--- config.mk ---
export PLATFORM = sky130hd
export DESIGN_NAME = serial_adc_frame_reader_flat
export DESIGN_NICKNAME = d
export VERILOG_FILES = /design/src/rtl/sadc_pkg.sv /design/src/rtl/sadc_in_if.sv /design/src/rtl/sadc_out_if.sv /design/src/rtl/sadc_cfg_if.sv /design/src/rtl/serial_adc_frame_reader.sv /design/src/flat_wrapper.sv
export SDC_FILE = /design/constraint.sdc
export NUM_CORES = 1
export LEC_CHECK = 0
export BUFFER_PORTS_ARGS = -buffer_cell sky130_fd_sc_hd__buf_4
export CAP_MARGIN = 0
export CORE_MARGIN = 2
export CORE_UTILIZATION = 40
export DETAILED_ROUTE_END_ITERATION = 8
export HOLD_SLACK_MARGIN = 0.02
export RECOVER_POWER = 100
export SETUP_SLACK_MARGIN = 0.4
export SYNTH_ARGS = -nofsm -noshare
export SYNTH_HDL_FRONTEND = slang
export SYNTH_SLANG_ARGS = --single-unit
--- constraint.sdc ---
create_clock -name i_clk -period 3.3 [get_ports i_clk]
set_input_delay 0.33 -clock i_clk [delete_from_list [all_inputs] [get_ports i_clk]]
set_output_delay 0.33 -clock i_clk [all_outputs]
set_load 0.01 [all_outputs]
--- src/rtl/sadc_pkg.sv ---
// sadc_pkg: shared types, widths and codes for the serial adc frame reader
// no dependencies; used by the result and config channel interfaces and the top level
`default_nettype none

package sadc_pkg;

    // frame length and derived widths
    localparam int DATA_BITS = 24;
    localparam int BIT_CNT_W = $clog2(DATA_BITS);
    localparam int SAMPLE_W  = 24;
    localparam int HALF_W    = 16;
    localparam int WAIT_W    = 32;
    localparam int CFG_IDX_W = 2;
    localparam int CFG_DAT_W = 32;

    typedef logic [1:0]               t_status;
    typedef logic signed [SAMPLE_W-1:0] t_sample;
    typedef logic [BIT_CNT_W-1:0]     t_bit_cnt;
    typedef logic [DATA_BITS-1:0]     t_frame;
    typedef logic [CFG_IDX_W-1:0]     t_cfg_idx;
    typedef logic [CFG_DAT_W-1:0]     t_cfg_dat;

    // index of the last frame bit, loaded into the bit counter
    localparam t_bit_cnt BIT_LAST = t_bit_cnt'(DATA_BITS - 1);

    // result status codes
    localparam t_status ST_OK      = 2'd0;
    localparam t_status ST_TIMEOUT = 2'd1;
    localparam t_status ST_ALLONES = 2'd2;

    // configuration register indexes
    localparam t_cfg_idx REG_TIMEOUT = 2'd0;
    localparam t_cfg_idx REG_HALF    = 2'd1;
    localparam t_cfg_idx REG_POWER   = 2'd2;
    localparam t_cfg_idx REG_CHANNEL = 2'd3;

    // configuration reset values
    localparam logic [WAIT_W-1:0] RST_TIMEOUT = 32'd100000;
    localparam logic [HALF_W-1:0] RST_HALF    = 16'd2;

endpackage

`default_nettype wire

--- src/rtl/sadc_in_if.sv ---
// sadc_in_if: tick item channel (request and sampled data line)
// depends on nothing
`default_nettype none

interface sadc_in_if;
    logic valid;
    logic ready;
    logic start_req;
    logic dout;

    modport source (output valid, output start_req, output dout, input ready);
    modport sink   (input valid, input start_req, input dout, output ready);
endinterface

`default_nettype wire

--- src/rtl/sadc_out_if.sv ---
// sadc_out_if: per-tick result channel (pin levels and read outcome)
// depends on sadc_pkg for the status and sample types
`default_nettype none

interface sadc_out_if;
    logic              valid;
    logic              ready;
    logic              sclk;
    logic              busy_res;
    logic              done_res;
    sadc_pkg::t_status status;
    sadc_pkg::t_sample sample;
    logic              pdwn_level;
    logic              a0_level;

    modport source (output valid, output sclk, output busy_res, output done_res,
                    output status, output sample, output pdwn_level,
                    output a0_level, input ready);
    modport sink   (input valid, input sclk, input busy_res, input done_res,
                    input status, input sample, input pdwn_level,
                    input a0_level, output ready);
endinterface

`default_nettype wire

--- src/rtl/sadc_cfg_if.sv ---
// sadc_cfg_if: configuration write channel (register index and data)
// depends on sadc_pkg for the index and data types
`default_nettype none

interface sadc_cfg_if;
    logic               valid;
    logic               ready;
    sadc_pkg::t_cfg_idx index;
    sadc_pkg::t_cfg_dat data;

    modport source (output valid, output index, output data, input ready);
    modport sink   (input valid, input index, input data, output ready);
endinterface

`default_nettype wire

--- src/rtl/serial_adc_frame_reader.sv ---
// serial_adc_frame_reader: pin sequencer for a serial adc with shared data/ready line
// depends on sadc_pkg, sadc_in_if, sadc_out_if and sadc_cfg_if
//
//   channel    dir  handshake     payload
//   i_item     in   valid/ready   start_req, dout
//   o_result   out  valid/ready   sclk, busy_res, done_res, status, sample,
//                                 pdwn_level, a0_level
//   i_cfg      in   valid/ready   index, data (always ready)
//
// one result per item; the result is registered and appears in the cycle after the item is taken
// an item is taken every cycle while the result register is empty or drained
// the rate is set by the single result register between sequencer and sink
// i_rst_n (synchronous, active low) clears the sequencer and loads config defaults
// a stalled sink holds the result and stops further items until it is taken
`default_nettype none

module serial_adc_frame_reader (
    input  wire logic  i_clk,
    input  wire logic  i_rst_n,
    sadc_in_if.sink    i_item,
    sadc_out_if.source o_result,
    sadc_cfg_if.sink   i_cfg
);

    // sequencer phase codes
    localparam logic [2:0] PH_IDLE     = 3'd0;
    localparam logic [2:0] PH_WAIT     = 3'd1;
    localparam logic [2:0] PH_HIGH     = 3'd2;
    localparam logic [2:0] PH_LOW      = 3'd3;
    localparam logic [2:0] PH_SETTLE_H = 3'd4;
    localparam logic [2:0] PH_SETTLE_L = 3'd5;

    // configuration registers
    logic [sadc_pkg::WAIT_W-1:0] r_timeout;
    logic [sadc_pkg::HALF_W-1:0] r_half_period;
    logic                        r_power_en;
    logic                        r_chan_sel;

    // sequencer state
    logic [2:0]                  r_phase,    n_phase;
    sadc_pkg::t_bit_cnt          r_bit_cnt,  n_bit_cnt;
    logic [sadc_pkg::HALF_W-1:0] r_half_cnt, n_half_cnt;
    logic [sadc_pkg::WAIT_W-1:0] r_wait_cnt, n_wait_cnt;
    sadc_pkg::t_frame            r_shift,    n_shift;

    // result register
    logic              r_out_valid;
    logic              r_sclk,  n_sclk;
    logic              r_busy,  n_busy;
    logic              r_done,  n_done;
    sadc_pkg::t_status r_status, n_status;
    sadc_pkg::t_sample r_sample, n_sample;
    logic              r_pdwn;
    logic              r_a0;

    logic                        accept;
    logic [sadc_pkg::HALF_W-1:0] half_len;
    logic [sadc_pkg::HALF_W:0]   half_next;
    logic                        half_end;

    // handshakes
    assign i_cfg.ready  = 1'b1;
    assign i_item.ready = !r_out_valid || o_result.ready;
    assign accept       = i_item.valid && i_item.ready;

    // config writes, unknown indexes fall through
    always_ff @(posedge i_clk) begin
        if (!i_rst_n) begin
            r_timeout     <= sadc_pkg::RST_TIMEOUT;
            r_half_period <= sadc_pkg::RST_HALF;
            r_power_en    <= 1'b1;
            r_chan_sel    <= 1'b0;
        end else if (i_cfg.valid && i_cfg.ready) begin
            case (i_cfg.index)
                sadc_pkg::REG_TIMEOUT: r_timeout     <= i_cfg.data;
                sadc_pkg::REG_HALF:    r_half_period <= i_cfg.data[sadc_pkg::HALF_W-1:0];
                sadc_pkg::REG_POWER:   r_power_en    <= i_cfg.data[0];
                sadc_pkg::REG_CHANNEL: r_chan_sel    <= i_cfg.data[0];
                default: ;
            endcase
        end
    end

    // end of a clock half, zero period behaves as one tick
    assign half_len  = (r_half_period == '0) ? sadc_pkg::HALF_W'(1) : r_half_period;
    assign half_next = {1'b0, r_half_cnt} + (sadc_pkg::HALF_W + 1)'(1);
    assign half_end  = half_next >= {1'b0, half_len};

    // next state and result for one tick
    always_comb begin
        n_phase    = r_phase;
        n_bit_cnt  = r_bit_cnt;
        n_half_cnt = r_half_cnt;
        n_wait_cnt = r_wait_cnt;
        n_shift    = r_shift;
        n_sclk     = 1'b0;
        n_busy     = 1'b0;
        n_done     = 1'b0;
        n_status   = sadc_pkg::ST_OK;
        n_sample   = '0;
        case (r_phase)
            PH_IDLE: begin
                if (i_item.start_req) begin
                    n_phase    = PH_WAIT;
                    n_wait_cnt = '0;
                end
            end
            PH_WAIT: begin
                n_busy = 1'b1;
                if (!i_item.dout) begin
                    n_phase    = PH_HIGH;
                    n_half_cnt = '0;
                    n_bit_cnt  = sadc_pkg::BIT_LAST;
                    n_shift    = '0;
                end else if (r_wait_cnt >= r_timeout) begin
                    n_done   = 1'b1;
                    n_status = sadc_pkg::ST_TIMEOUT;
                    n_phase  = PH_IDLE;
                end else begin
                    n_wait_cnt = r_wait_cnt + sadc_pkg::WAIT_W'(1);
                end
            end
            PH_HIGH: begin
                n_busy     = 1'b1;
                n_sclk     = 1'b1;
                n_half_cnt = half_end ? '0 : half_next[sadc_pkg::HALF_W-1:0];
                if (half_end) begin
                    n_shift = {r_shift[sadc_pkg::DATA_BITS-2:0], i_item.dout};
                    n_phase = PH_LOW;
                end
            end
            PH_LOW: begin
                n_busy     = 1'b1;
                n_half_cnt = half_end ? '0 : half_next[sadc_pkg::HALF_W-1:0];
                if (half_end) begin
                    if (r_bit_cnt == '0) begin
                        n_phase = PH_SETTLE_H;
                    end else begin
                        n_bit_cnt = r_bit_cnt - sadc_pkg::BIT_CNT_W'(1);
                        n_phase   = PH_HIGH;
                    end
                end
            end
            PH_SETTLE_H: begin
                n_busy     = 1'b1;
                n_sclk     = 1'b1;
                n_half_cnt = half_end ? '0 : half_next[sadc_pkg::HALF_W-1:0];
                if (half_end) begin
                    n_phase = PH_SETTLE_L;
                end
            end
            PH_SETTLE_L: begin
                n_busy     = 1'b1;
                n_half_cnt = half_end ? '0 : half_next[sadc_pkg::HALF_W-1:0];
                if (half_end) begin
                    n_done  = 1'b1;
                    n_phase = PH_IDLE;
                    if (&r_shift) begin
                        n_status = sadc_pkg::ST_ALLONES;
                    end else begin
                        // cast the frame to the signed sample type; both are 24 bits wide
                        n_sample = sadc_pkg::t_sample'($signed(r_shift));
                    end
                end
            end
            default: begin
                n_phase = PH_IDLE;
            end
        endcase
    end

    // sequencer state advances on each taken item
    always_ff @(posedge i_clk) begin
        if (!i_rst_n) begin
            r_phase    <= PH_IDLE;
            r_bit_cnt  <= '0;
            r_half_cnt <= '0;
            r_wait_cnt <= '0;
            r_shift    <= '0;
        end else if (accept) begin
            r_phase    <= n_phase;
            r_bit_cnt  <= n_bit_cnt;
            r_half_cnt <= n_half_cnt;
            r_wait_cnt <= n_wait_cnt;
            r_shift    <= n_shift;
        end
    end

    // result valid flag
    always_ff @(posedge i_clk) begin
        if (!i_rst_n) begin
            r_out_valid <= 1'b0;
        end else if (accept) begin
            r_out_valid <= 1'b1;
        end else if (o_result.ready) begin
            r_out_valid <= 1'b0;
        end
    end

    // result payload
    always_ff @(posedge i_clk) begin
        if (accept) begin
            r_sclk   <= n_sclk;
            r_busy   <= n_busy;
            r_done   <= n_done;
            r_status <= n_status;
            r_sample <= n_sample;
            r_pdwn   <= r_power_en;
            r_a0     <= r_chan_sel;
        end
    end

    assign o_result.valid      = r_out_valid;
    assign o_result.sclk       = r_sclk;
    assign o_result.busy_res   = r_busy;
    assign o_result.done_res   = r_done;
    assign o_result.status     = r_status;
    assign o_result.sample     = r_sample;
    assign o_result.pdwn_level = r_pdwn;
    assign o_result.a0_level   = r_a0;

    // a taken item always leaves a result behind
    a_accept_result: assert property (@(posedge i_clk) disable iff (!i_rst_n)
        accept |=> r_out_valid)
        else $error("taken item produced no result");

    // a finished read always comes from a busy tick
    a_done_busy: assert property (@(posedge i_clk) disable iff (!i_rst_n)
        (r_out_valid && r_done) |-> r_busy)
        else $error("done without busy");

    // error status only on a finishing tick
    a_status_done: assert property (@(posedge i_clk) disable iff (!i_rst_n)
        (r_out_valid && (r_status != sadc_pkg::ST_OK)) |-> r_done)
        else $error("status set outside a finishing tick");

    // sample only on a good finish
    a_sample_ok: assert property (@(posedge i_clk) disable iff (!i_rst_n)
        (r_out_valid && (r_sample != '0)) |-> (r_done && (r_status == sadc_pkg::ST_OK)))
        else $error("sample driven without a good frame");

    // clock pulses only during a read
    a_sclk_busy: assert property (@(posedge i_clk) disable iff (!i_rst_n)
        (r_out_valid && r_sclk) |-> r_busy)
        else $error("clock pulse while not busy");

endmodule

`default_nettype wire

--- src/flat_wrapper.sv ---
// flat-port wrapper written by rule: the top's interface ports become plain ports
module serial_adc_frame_reader_flat 
  (i_clk, i_rst_n, i_item_valid, i_item_start_req, i_item_dout, i_item_ready, o_result_valid, o_result_sclk, o_result_busy_res, o_result_done_res, o_result_status, o_result_sample, o_result_pdwn_level, o_result_a0_level, o_result_ready, i_cfg_valid, i_cfg_index, i_cfg_data, i_cfg_ready);
  sadc_in_if i_item_i ();
  sadc_out_if o_result_i ();
  sadc_cfg_if i_cfg_i ();
  input  wire logic i_clk;
  input  wire logic i_rst_n;
  input wire logic [$bits(i_item_i.valid)-1:0] i_item_valid;
  input wire logic [$bits(i_item_i.start_req)-1:0] i_item_start_req;
  input wire logic [$bits(i_item_i.dout)-1:0] i_item_dout;
  output wire logic [$bits(i_item_i.ready)-1:0] i_item_ready;
  output wire logic [$bits(o_result_i.valid)-1:0] o_result_valid;
  output wire logic [$bits(o_result_i.sclk)-1:0] o_result_sclk;
  output wire logic [$bits(o_result_i.busy_res)-1:0] o_result_busy_res;
  output wire logic [$bits(o_result_i.done_res)-1:0] o_result_done_res;
  output wire logic [$bits(o_result_i.status)-1:0] o_result_status;
  output wire logic [$bits(o_result_i.sample)-1:0] o_result_sample;
  output wire logic [$bits(o_result_i.pdwn_level)-1:0] o_result_pdwn_level;
  output wire logic [$bits(o_result_i.a0_level)-1:0] o_result_a0_level;
  input wire logic [$bits(o_result_i.ready)-1:0] o_result_ready;
  input wire logic [$bits(i_cfg_i.valid)-1:0] i_cfg_valid;
  input wire logic [$bits(i_cfg_i.index)-1:0] i_cfg_index;
  input wire logic [$bits(i_cfg_i.data)-1:0] i_cfg_data;
  output wire logic [$bits(i_cfg_i.ready)-1:0] i_cfg_ready;
  assign i_item_i.valid = i_item_valid;
  assign i_item_i.start_req = i_item_start_req;
  assign i_item_i.dout = i_item_dout;
  assign i_item_ready = i_item_i.ready;
  assign o_result_valid = o_result_i.valid;
  assign o_result_sclk = o_result_i.sclk;
  assign o_result_busy_res = o_result_i.busy_res;
  assign o_result_done_res = o_result_i.done_res;
  assign o_result_status = o_result_i.status;
  assign o_result_sample = o_result_i.sample;
  assign o_result_pdwn_level = o_result_i.pdwn_level;
  assign o_result_a0_level = o_result_i.a0_level;
  assign o_result_i.ready = o_result_ready;
  assign i_cfg_i.valid = i_cfg_valid;
  assign i_cfg_i.index = i_cfg_index;
  assign i_cfg_i.data = i_cfg_data;
  assign i_cfg_ready = i_cfg_i.ready;
  serial_adc_frame_reader u_core (.i_clk(i_clk), .i_rst_n(i_rst_n), .i_item(i_item_i), .o_result(o_result_i), .i_cfg(i_cfg_i));
endmodule
Word-level counts from Yosys, hierarchy flattened

Cells that the tools add are included.
Widths: inputs -> output; s select.

Register bits after elaboration: 162
Input port bits: 41
Output and inout port bits: 34
Logic and storage cells: 105

Add/sub/neg operators: 3
$lt $le $gt $ge: 2
Equal/unequal tests: 18
Multiplexer cells: 37
Bitwise logic cells: 2
Reductions and logical operators: 26

Operator list:

| kind                  | count |
|---|---|
| $mux 32               | 3 |
| $pmux 32 s2           | 1 |
| $mux 16               | 3 |
| $mux 24               | 2 |
| $pmux 24 s2           | 1 |
| $add 32x1->32 const B | 1 |
| $ge 32x32->1          | 1 |
| $pmux 16 s2           | 1 |
| $mux 3                | 8 |
| $reduce_and 24->1     | 1 |
| $pmux 3 s6            | 1 |
| $add 16x1->17 const B | 1 |
| $ge 17x16->1          | 1 |
| $logic_not 16->1      | 1 |
| $mux 5                | 3 |
| $ne 2x2->1 const B    | 5 |
| $pmux 5 s2            | 1 |
| $reduce_and 5->1      | 2 |
| $reduce_bool 2->1     | 5 |
| $mux 1                | 8 |
| $ne 2x1->1 const B    | 4 |
| $reduce_and 2->1      | 4 |
| $reduce_and 7->1      | 1 |
| $eq 3x2->1 const B    | 2 |
| 22 further kinds      | 27 |

Depth between registers and ports, before layout

Depth in word-level cells: 5
Depth in mapped cells: 16
Gate-level depth less buffers: 14

Least setup slack after synthesis

Ideal clock, no wire load.

Path type: register to register
From: register u_core.r_half_cnt[0] (netlist name)
To: register u_core.r_sample[10] (netlist: u_core.o_result.sample[10]) (data pin)
Library setup time: 0.255 ns
Arrival: 3.274 ns
Required time: 3.045 ns
Path slack: -0.228 ns
Stages on the path, launching flop included: 17
Path buffers: 2
Clock period less this slack: 3.528 ns
Cells stage by stage: dfxtp_1 -> ha_1 -> and3_1 -> and3_1 -> buf_6 -> nand3_4 -> nor2_1 -> xor2_1 -> ha_1 -> a21oi_1 -> o21ai_0 -> a2111oi_2 -> a21oi_1 -> nor2_1 -> and4bb_2 -> clkbuf_2 -> and2_1

Word-level cells in the longest chain between the ends: 4

Ends and longest elaborated chain:

| what                             | line                           | RTL |
|---|---|---|
| start, declared                  | serial_adc_frame_reader.sv:42  | `logic [sadc_pkg::HALF_W-1:0] r_half_cnt, n_half_cnt;` |
| start signal, assigned           | serial_adc_frame_reader.sv:183 | `r_half_cnt <= n_half_cnt;` |
| $add 16x1->17                    | serial_adc_frame_reader.sv:86  | `assign half_next = {1'b0, r_half_cnt} + (sadc_pkg::HALF_W + 1)'(1);` |
| $ge 17x16->1                     | serial_adc_frame_reader.sv:87  | `assign half_end = half_next >= {1'b0, half_len};` |
| $not 1->1 (no source line)       | -                              |  |
| $reduce_or 3->1 (no source line) | -                              |  |
| end signal, assigned             | serial_adc_frame_reader.sv:207 | `r_sample <= n_sample;` |
| end, declared                    | serial_adc_frame_reader.sv:52  | `sadc_pkg::t_sample r_sample, n_sample;` |

Every way passes these cells.
A chain may end at the register's enable or synchronous reset.

Worst setup path after layout

From: register u_core.r_half_cnt[1] (netlist name)
To: register u_core.r_sample[18] (netlist: u_core.o_result.sample[18]) (data pin)

Same word-level chain as after synthesis.

==> impl_results.rst <==
.. list-table::
   :header-rows: 1

   * - Metric
     - Value
   * - Post-layout min period
     - 3.27 ns
   * - Area Overhead vs Synth
     - 23.4%
   * - Pin count of the biggest net entering global routing
     - 57
   * - Via count
     - 6983
   * - Slowest Stage Delay on Critical Path
     - 0.37 ns
   * - Buffers & Inverters on Critical Path
     - 2
   * - Die width
     - 147 µm
   * - Startpoint type of the worst setup path
     - flop
   * - Routed wire length
     - 20600 µm
   * - Crit path max fanout
     - 6
   * - DPL Wire Length
     - 13900 µm
   * - Sink Count
     - 162
   * - Initial Util
     - 0.406
   * - Area of the multi-input gates
     - 0.00438 mm²
   * - Worst setup path category
     - flop to flop
   * - Final ANT Viol Nets
     - 0
   * - Status
     - complete, but fails checks
   * - Synthesis Warnings
     - 0
   * - Path type of the worst min-delay path
     - primary input to flop
   * - Most frequently used flop master after synthesis
     - sky130_fd_sc_hd__dfxtp_1
   * - Number of synthesized flops with an enable pin
     - 31
   * - Series of cell instances along the critical path
     - ha_4 > and3_4 > and3_4 > nand3_4 > nor2_2 > xnor2_1 > ha_1 > a21oi_2 > o21ai_4 > a2111oi_4 > a21oi_2 > buf_4 > buf_6 > nor2_4 > and4bb_4 > and2_1
   * - H-Tree Level Count
     - 4
   * - Setup repair after global routing missed its margin
     - true
   * - Count of max-cap constraint violations
     - 2
   * - Worst setup EP type
     - flop
   * - First DRT Iteration DRCs
     - 475
   * - Total nets after synthesis
     - 1019
   * - Worst-skew pair later-pin latency
     - 0.43 ns
   * - Cell at the slowest stage of the critical path
     - sky130_fd_sc_hd__dfxtp_4
   * - Worst-case clock skew
     - 0.0120 ns
   * - Actual slew at the worst max-slew pin
     - 1.92 ns
   * - Clock slew at the register clock pins of the worst setup and hold paths
     - 0.08 ns
   * - Inst Count DP
     - 1255
   * - Placeable core region
     - 0.0201 mm²
   * - Sequential cell area fraction in the yosys report
     - 0.436
   * - Layout net count
     - 1128
   * - Yosys cell types
     - 72
   * - Synth Register Bits
     - 162
   * - Vert. Die Dim
     - 147 µm
   * - Remaining DRCs
     - 0
   * - Number of detailed-routing iterations run before antenna repair
     - 5
   * - Post-synthesis area per instance
     - 8.80 µm²
   * - Placed cell area
     - 0.00917 mm²
   * - Family of cells with the greatest summed delay on the critical path
     - simple AND/OR/NAND/NOR gates
   * - Wire length of the first global-routing pass
     - 33700 µm
   * - Number of global-route vias before repair
     - 6610
   * - Static leakage
     - 3.86 nW
   * - Max Clk Rate
     - 0.305 GHz
   * - CP Data Arrival Time
     - 3.46 ns
   * - Hold violation count in the final report
     - 0
   * - Area used by sequential logic in the layout
     - 0.00356 mm²
   * - Final setup violation count
     - 0
   * - Count of placed standard cells in the final layout, fillers left out
     - 1319
   * - Synthesized cell area
     - 0.00816 mm²
   * - Die area
     - 0.0216 mm²
   * - Weighted congestion reported at the end of routability-driven placement
     - 0.848
   * - Aggregate global-route resource usage
     - 0.194
   * - Aggregate global routing overflow
     - 0
   * - Number of instances in the synthesized netlist
     - 927
   * - Number of standard-cell rows in the floorplan
     - 52
   * - Number of buffers inserted during clock tree synthesis
     - 17
   * - Number of I/O port buffers
     - 73
   * - Critical path data required time
     - 3.49 ns
   * - IO Pins
     - 75
   * - Via density per instance
     - 5.29
   * - Filler Cells Inserted
     - 1938
   * - Asr flop ratio synth
     - 0
   * - Detail-routed net length per standard cell
     - 15.6 µm
   * - Worst relative slew slack
     - -0.282
   * - Clock Root Buffer
     - sky130_fd_sc_hd__clkbuf_16
   * - Fraction of the cycle the final worst path needs
     - 0.992
   * - Initial antenna violation count
     - 0
   * - Worst-case clock buffer depth
     - 2
   * - Worst voltage drop across the vdd grid
     - 0.000368 V
   * - Layout cells sized above 1
     - 0.166
   * - CTS tree
     - yes
   * - Count of inserted antenna diode cells
     - 0
   * - Post-route cell area
     - 0.0101 mm²
   * - Pins over their slew limit
     - 73
   * - Power per Cell Area
     - 438 mW/mm²
   * - Violations in the final reports
     - capacitance limit, slew limit
-- cell families (layout without fill, tap and decap cells) --
group | Yosys count | in the layout | synth area share
buffers and inverters | 108 | 227 | 0.0552
adder cells (fa/ha/maj) | 51 | 51 | 0.0782
multiplexers | 3 | 3 | 0.00368
XOR/XNOR | 15 | 15 | 0.0161
AO/OA/AOI/OAI | 241 | 242 | 0.198
other | 1 | 1 | 0.000460
flip-flops | 162 | 162 | 0.436
AND/OR/NAND/NOR | 346 | 348 | 0.213
-- cell type report --
class,count,share of cell area
clock inverter,15,0.0184
inverter,66,0.0246
clock buffer,17,0.0423
timing repair buffer,129,0.0915
sequential,162,0.354
multi-input combinational,660,0.436
tap,270,0.0336
-- sequential cells by signal, indices dropped and copies added (netlist names) --
name                        cells
u_core.r_power_en               1
u_core.r_shift                 24
u_core.r_half_period           16
u_core.o_result.done_res        1
u_core.o_result.pdwn_level      1
u_core.r_bit_cnt                5
u_core.r_phase                  3
u_core.o_result.status          2
u_core.o_result.valid           1
u_core.o_result.busy_res        1
u_core.o_result.a0_level        1
u_core.r_half_cnt              16
u_core.o_result.sample         24
u_core.r_wait_cnt              32
u_core.r_timeout               32
u_core.o_result.sclk            1
u_core.r_chan_sel               1
-- worst register-to-register path, stage by stage, from the launching register on --
cell and delay (ns):
sky130_fd_sc_hd__dfxtp_4 0.37, sky130_fd_sc_hd__ha_4 0.13, sky130_fd_sc_hd__and3_4 0.18, sky130_fd_sc_hd__and3_4 0.19
sky130_fd_sc_hd__nand3_4 0.10, sky130_fd_sc_hd__nor2_2 0.13, sky130_fd_sc_hd__xnor2_1 0.15, sky130_fd_sc_hd__ha_1 0.29
sky130_fd_sc_hd__a21oi_2 0.19, sky130_fd_sc_hd__o21ai_4 0.10, sky130_fd_sc_hd__a2111oi_4 0.23, sky130_fd_sc_hd__a21oi_2 0.13
sky130_fd_sc_hd__buf_4 0.15, sky130_fd_sc_hd__buf_6 0.12, sky130_fd_sc_hd__nor2_4 0.16, sky130_fd_sc_hd__and4bb_4 0.28
sky130_fd_sc_hd__and2_1 0.14
-- Yosys cell counts, types with 24 or more instances --
master / instances / area (µm²)
sky130_fd_sc_hd__nand3_1: 25 / 125
sky130_fd_sc_hd__ha_1: 51 / 638
sky130_fd_sc_hd__nand4_1: 26 / 163
sky130_fd_sc_hd__inv_1: 66 / 248
sky130_fd_sc_hd__nor2_1: 37 / 139
sky130_fd_sc_hd__edfxtp_1: 31 / 931
sky130_fd_sc_hd__a22o_1: 24 / 210
sky130_fd_sc_hd__nand2_1: 148 / 556
sky130_fd_sc_hd__o21ai_0: 28 / 140
sky130_fd_sc_hd__a21oi_1: 97 / 485
sky130_fd_sc_hd__dfxtp_1: 131 / 2620
sky130_fd_sc_hd__and2_1: 30 / 188
-- where the power goes --
group          switching [mW]  total (mW)  internal, mW
sequential             0.0240        2.08          2.06
clock                   0.969        2.00          1.03
combinational           0.203       0.330         0.127
total                    1.20        4.41          3.21
-- placed cells by master (no fill, tap or decap), types with 6 or more instances in the layout --
cell / n
sky130_fd_sc_hd__o21ai_0: 25
sky130_fd_sc_hd__and2_1: 28
sky130_fd_sc_hd__nand3_1: 24
sky130_fd_sc_hd__inv_1: 65
sky130_fd_sc_hd__dfxtp_1: 127
sky130_fd_sc_hd__nand4_1: 26
sky130_fd_sc_hd__clkbuf_1: 39
sky130_fd_sc_hd__a31oi_1: 21
sky130_fd_sc_hd__buf_4: 78
sky130_fd_sc_hd__nor3_1: 12
sky130_fd_sc_hd__o211ai_1: 18
sky130_fd_sc_hd__a22o_1: 24
sky130_fd_sc_hd__nor2_1: 33
sky130_fd_sc_hd__ha_1: 50
sky130_fd_sc_hd__o211a_1: 6
sky130_fd_sc_hd__xnor2_1: 7
sky130_fd_sc_hd__edfxtp_1: 31
sky130_fd_sc_hd__nand2b_1: 13
sky130_fd_sc_hd__clkbuf_16: 19
sky130_fd_sc_hd__clkinv_8: 6
sky130_fd_sc_hd__nand2_1: 148
sky130_fd_sc_hd__and3_1: 7
sky130_fd_sc_hd__nor4_1: 9
sky130_fd_sc_hd__a21oi_1: 93
-- per-layer routing --
metal	track usage	up-vias	share of wire
met5	0	-	0
met1	0.269	3252	0.50
met2	0.310	142	0.45
li1	-	3570	-
met3	0.0317	19	0.038
met4	0.0607	0	0.012
-- path summary, 6_finish.rpt --
kind | from | endpoint | slack, ns | cells past startpoint
setup / recovery | u_core.r_half_cnt[1]$_SDFFE_PN0P_ | u_core.o_result.sample[18]$_SDFFCE_PP0P_ | 0.03 | 16
hold / removal | i_cfg_data[16] | u_core.r_timeout[16]$_SDFFE_PN1P_ | 0.13 | 3
setup reg to reg | u_core.r_half_cnt[1]$_SDFFE_PN0P_ | u_core.o_result.sample[18]$_SDFFCE_PP0P_ | 0.03 | 16
hold reg to reg | u_core.r_power_en$_SDFFE_PN1P_ | u_core.o_result.pdwn_level$_DFFE_PP_ | 0.44 | 0
-- stage by stage --
step	hold slack [ns]	TNS [ns]	util	worst slack, ns	power, mW
global route	0.139	-7.57	0.501	-0.172	4.57
floorplan	0.402	0	-	0.0972	2.31
detailed placement	0.432	-3.69	0.456	-0.133	2.45
global placement	0.432	-1.95	0.456	-0.0540	2.45
finish	0.125	0	0.501	0.0261	4.41
CTS	0.115	0	0.502	0.0543	4.46
-- what timing repair did --
action | in CTS | in global routing
cloned | 3 | 3
resized for setup | 21 | 12
setup buffers | 19 | 7
pin swaps | 16 | 12
hold buffers | 0 | 0
endpoints found under the setup margin | 76 | 102
Power figures use the tool's default switching activity.
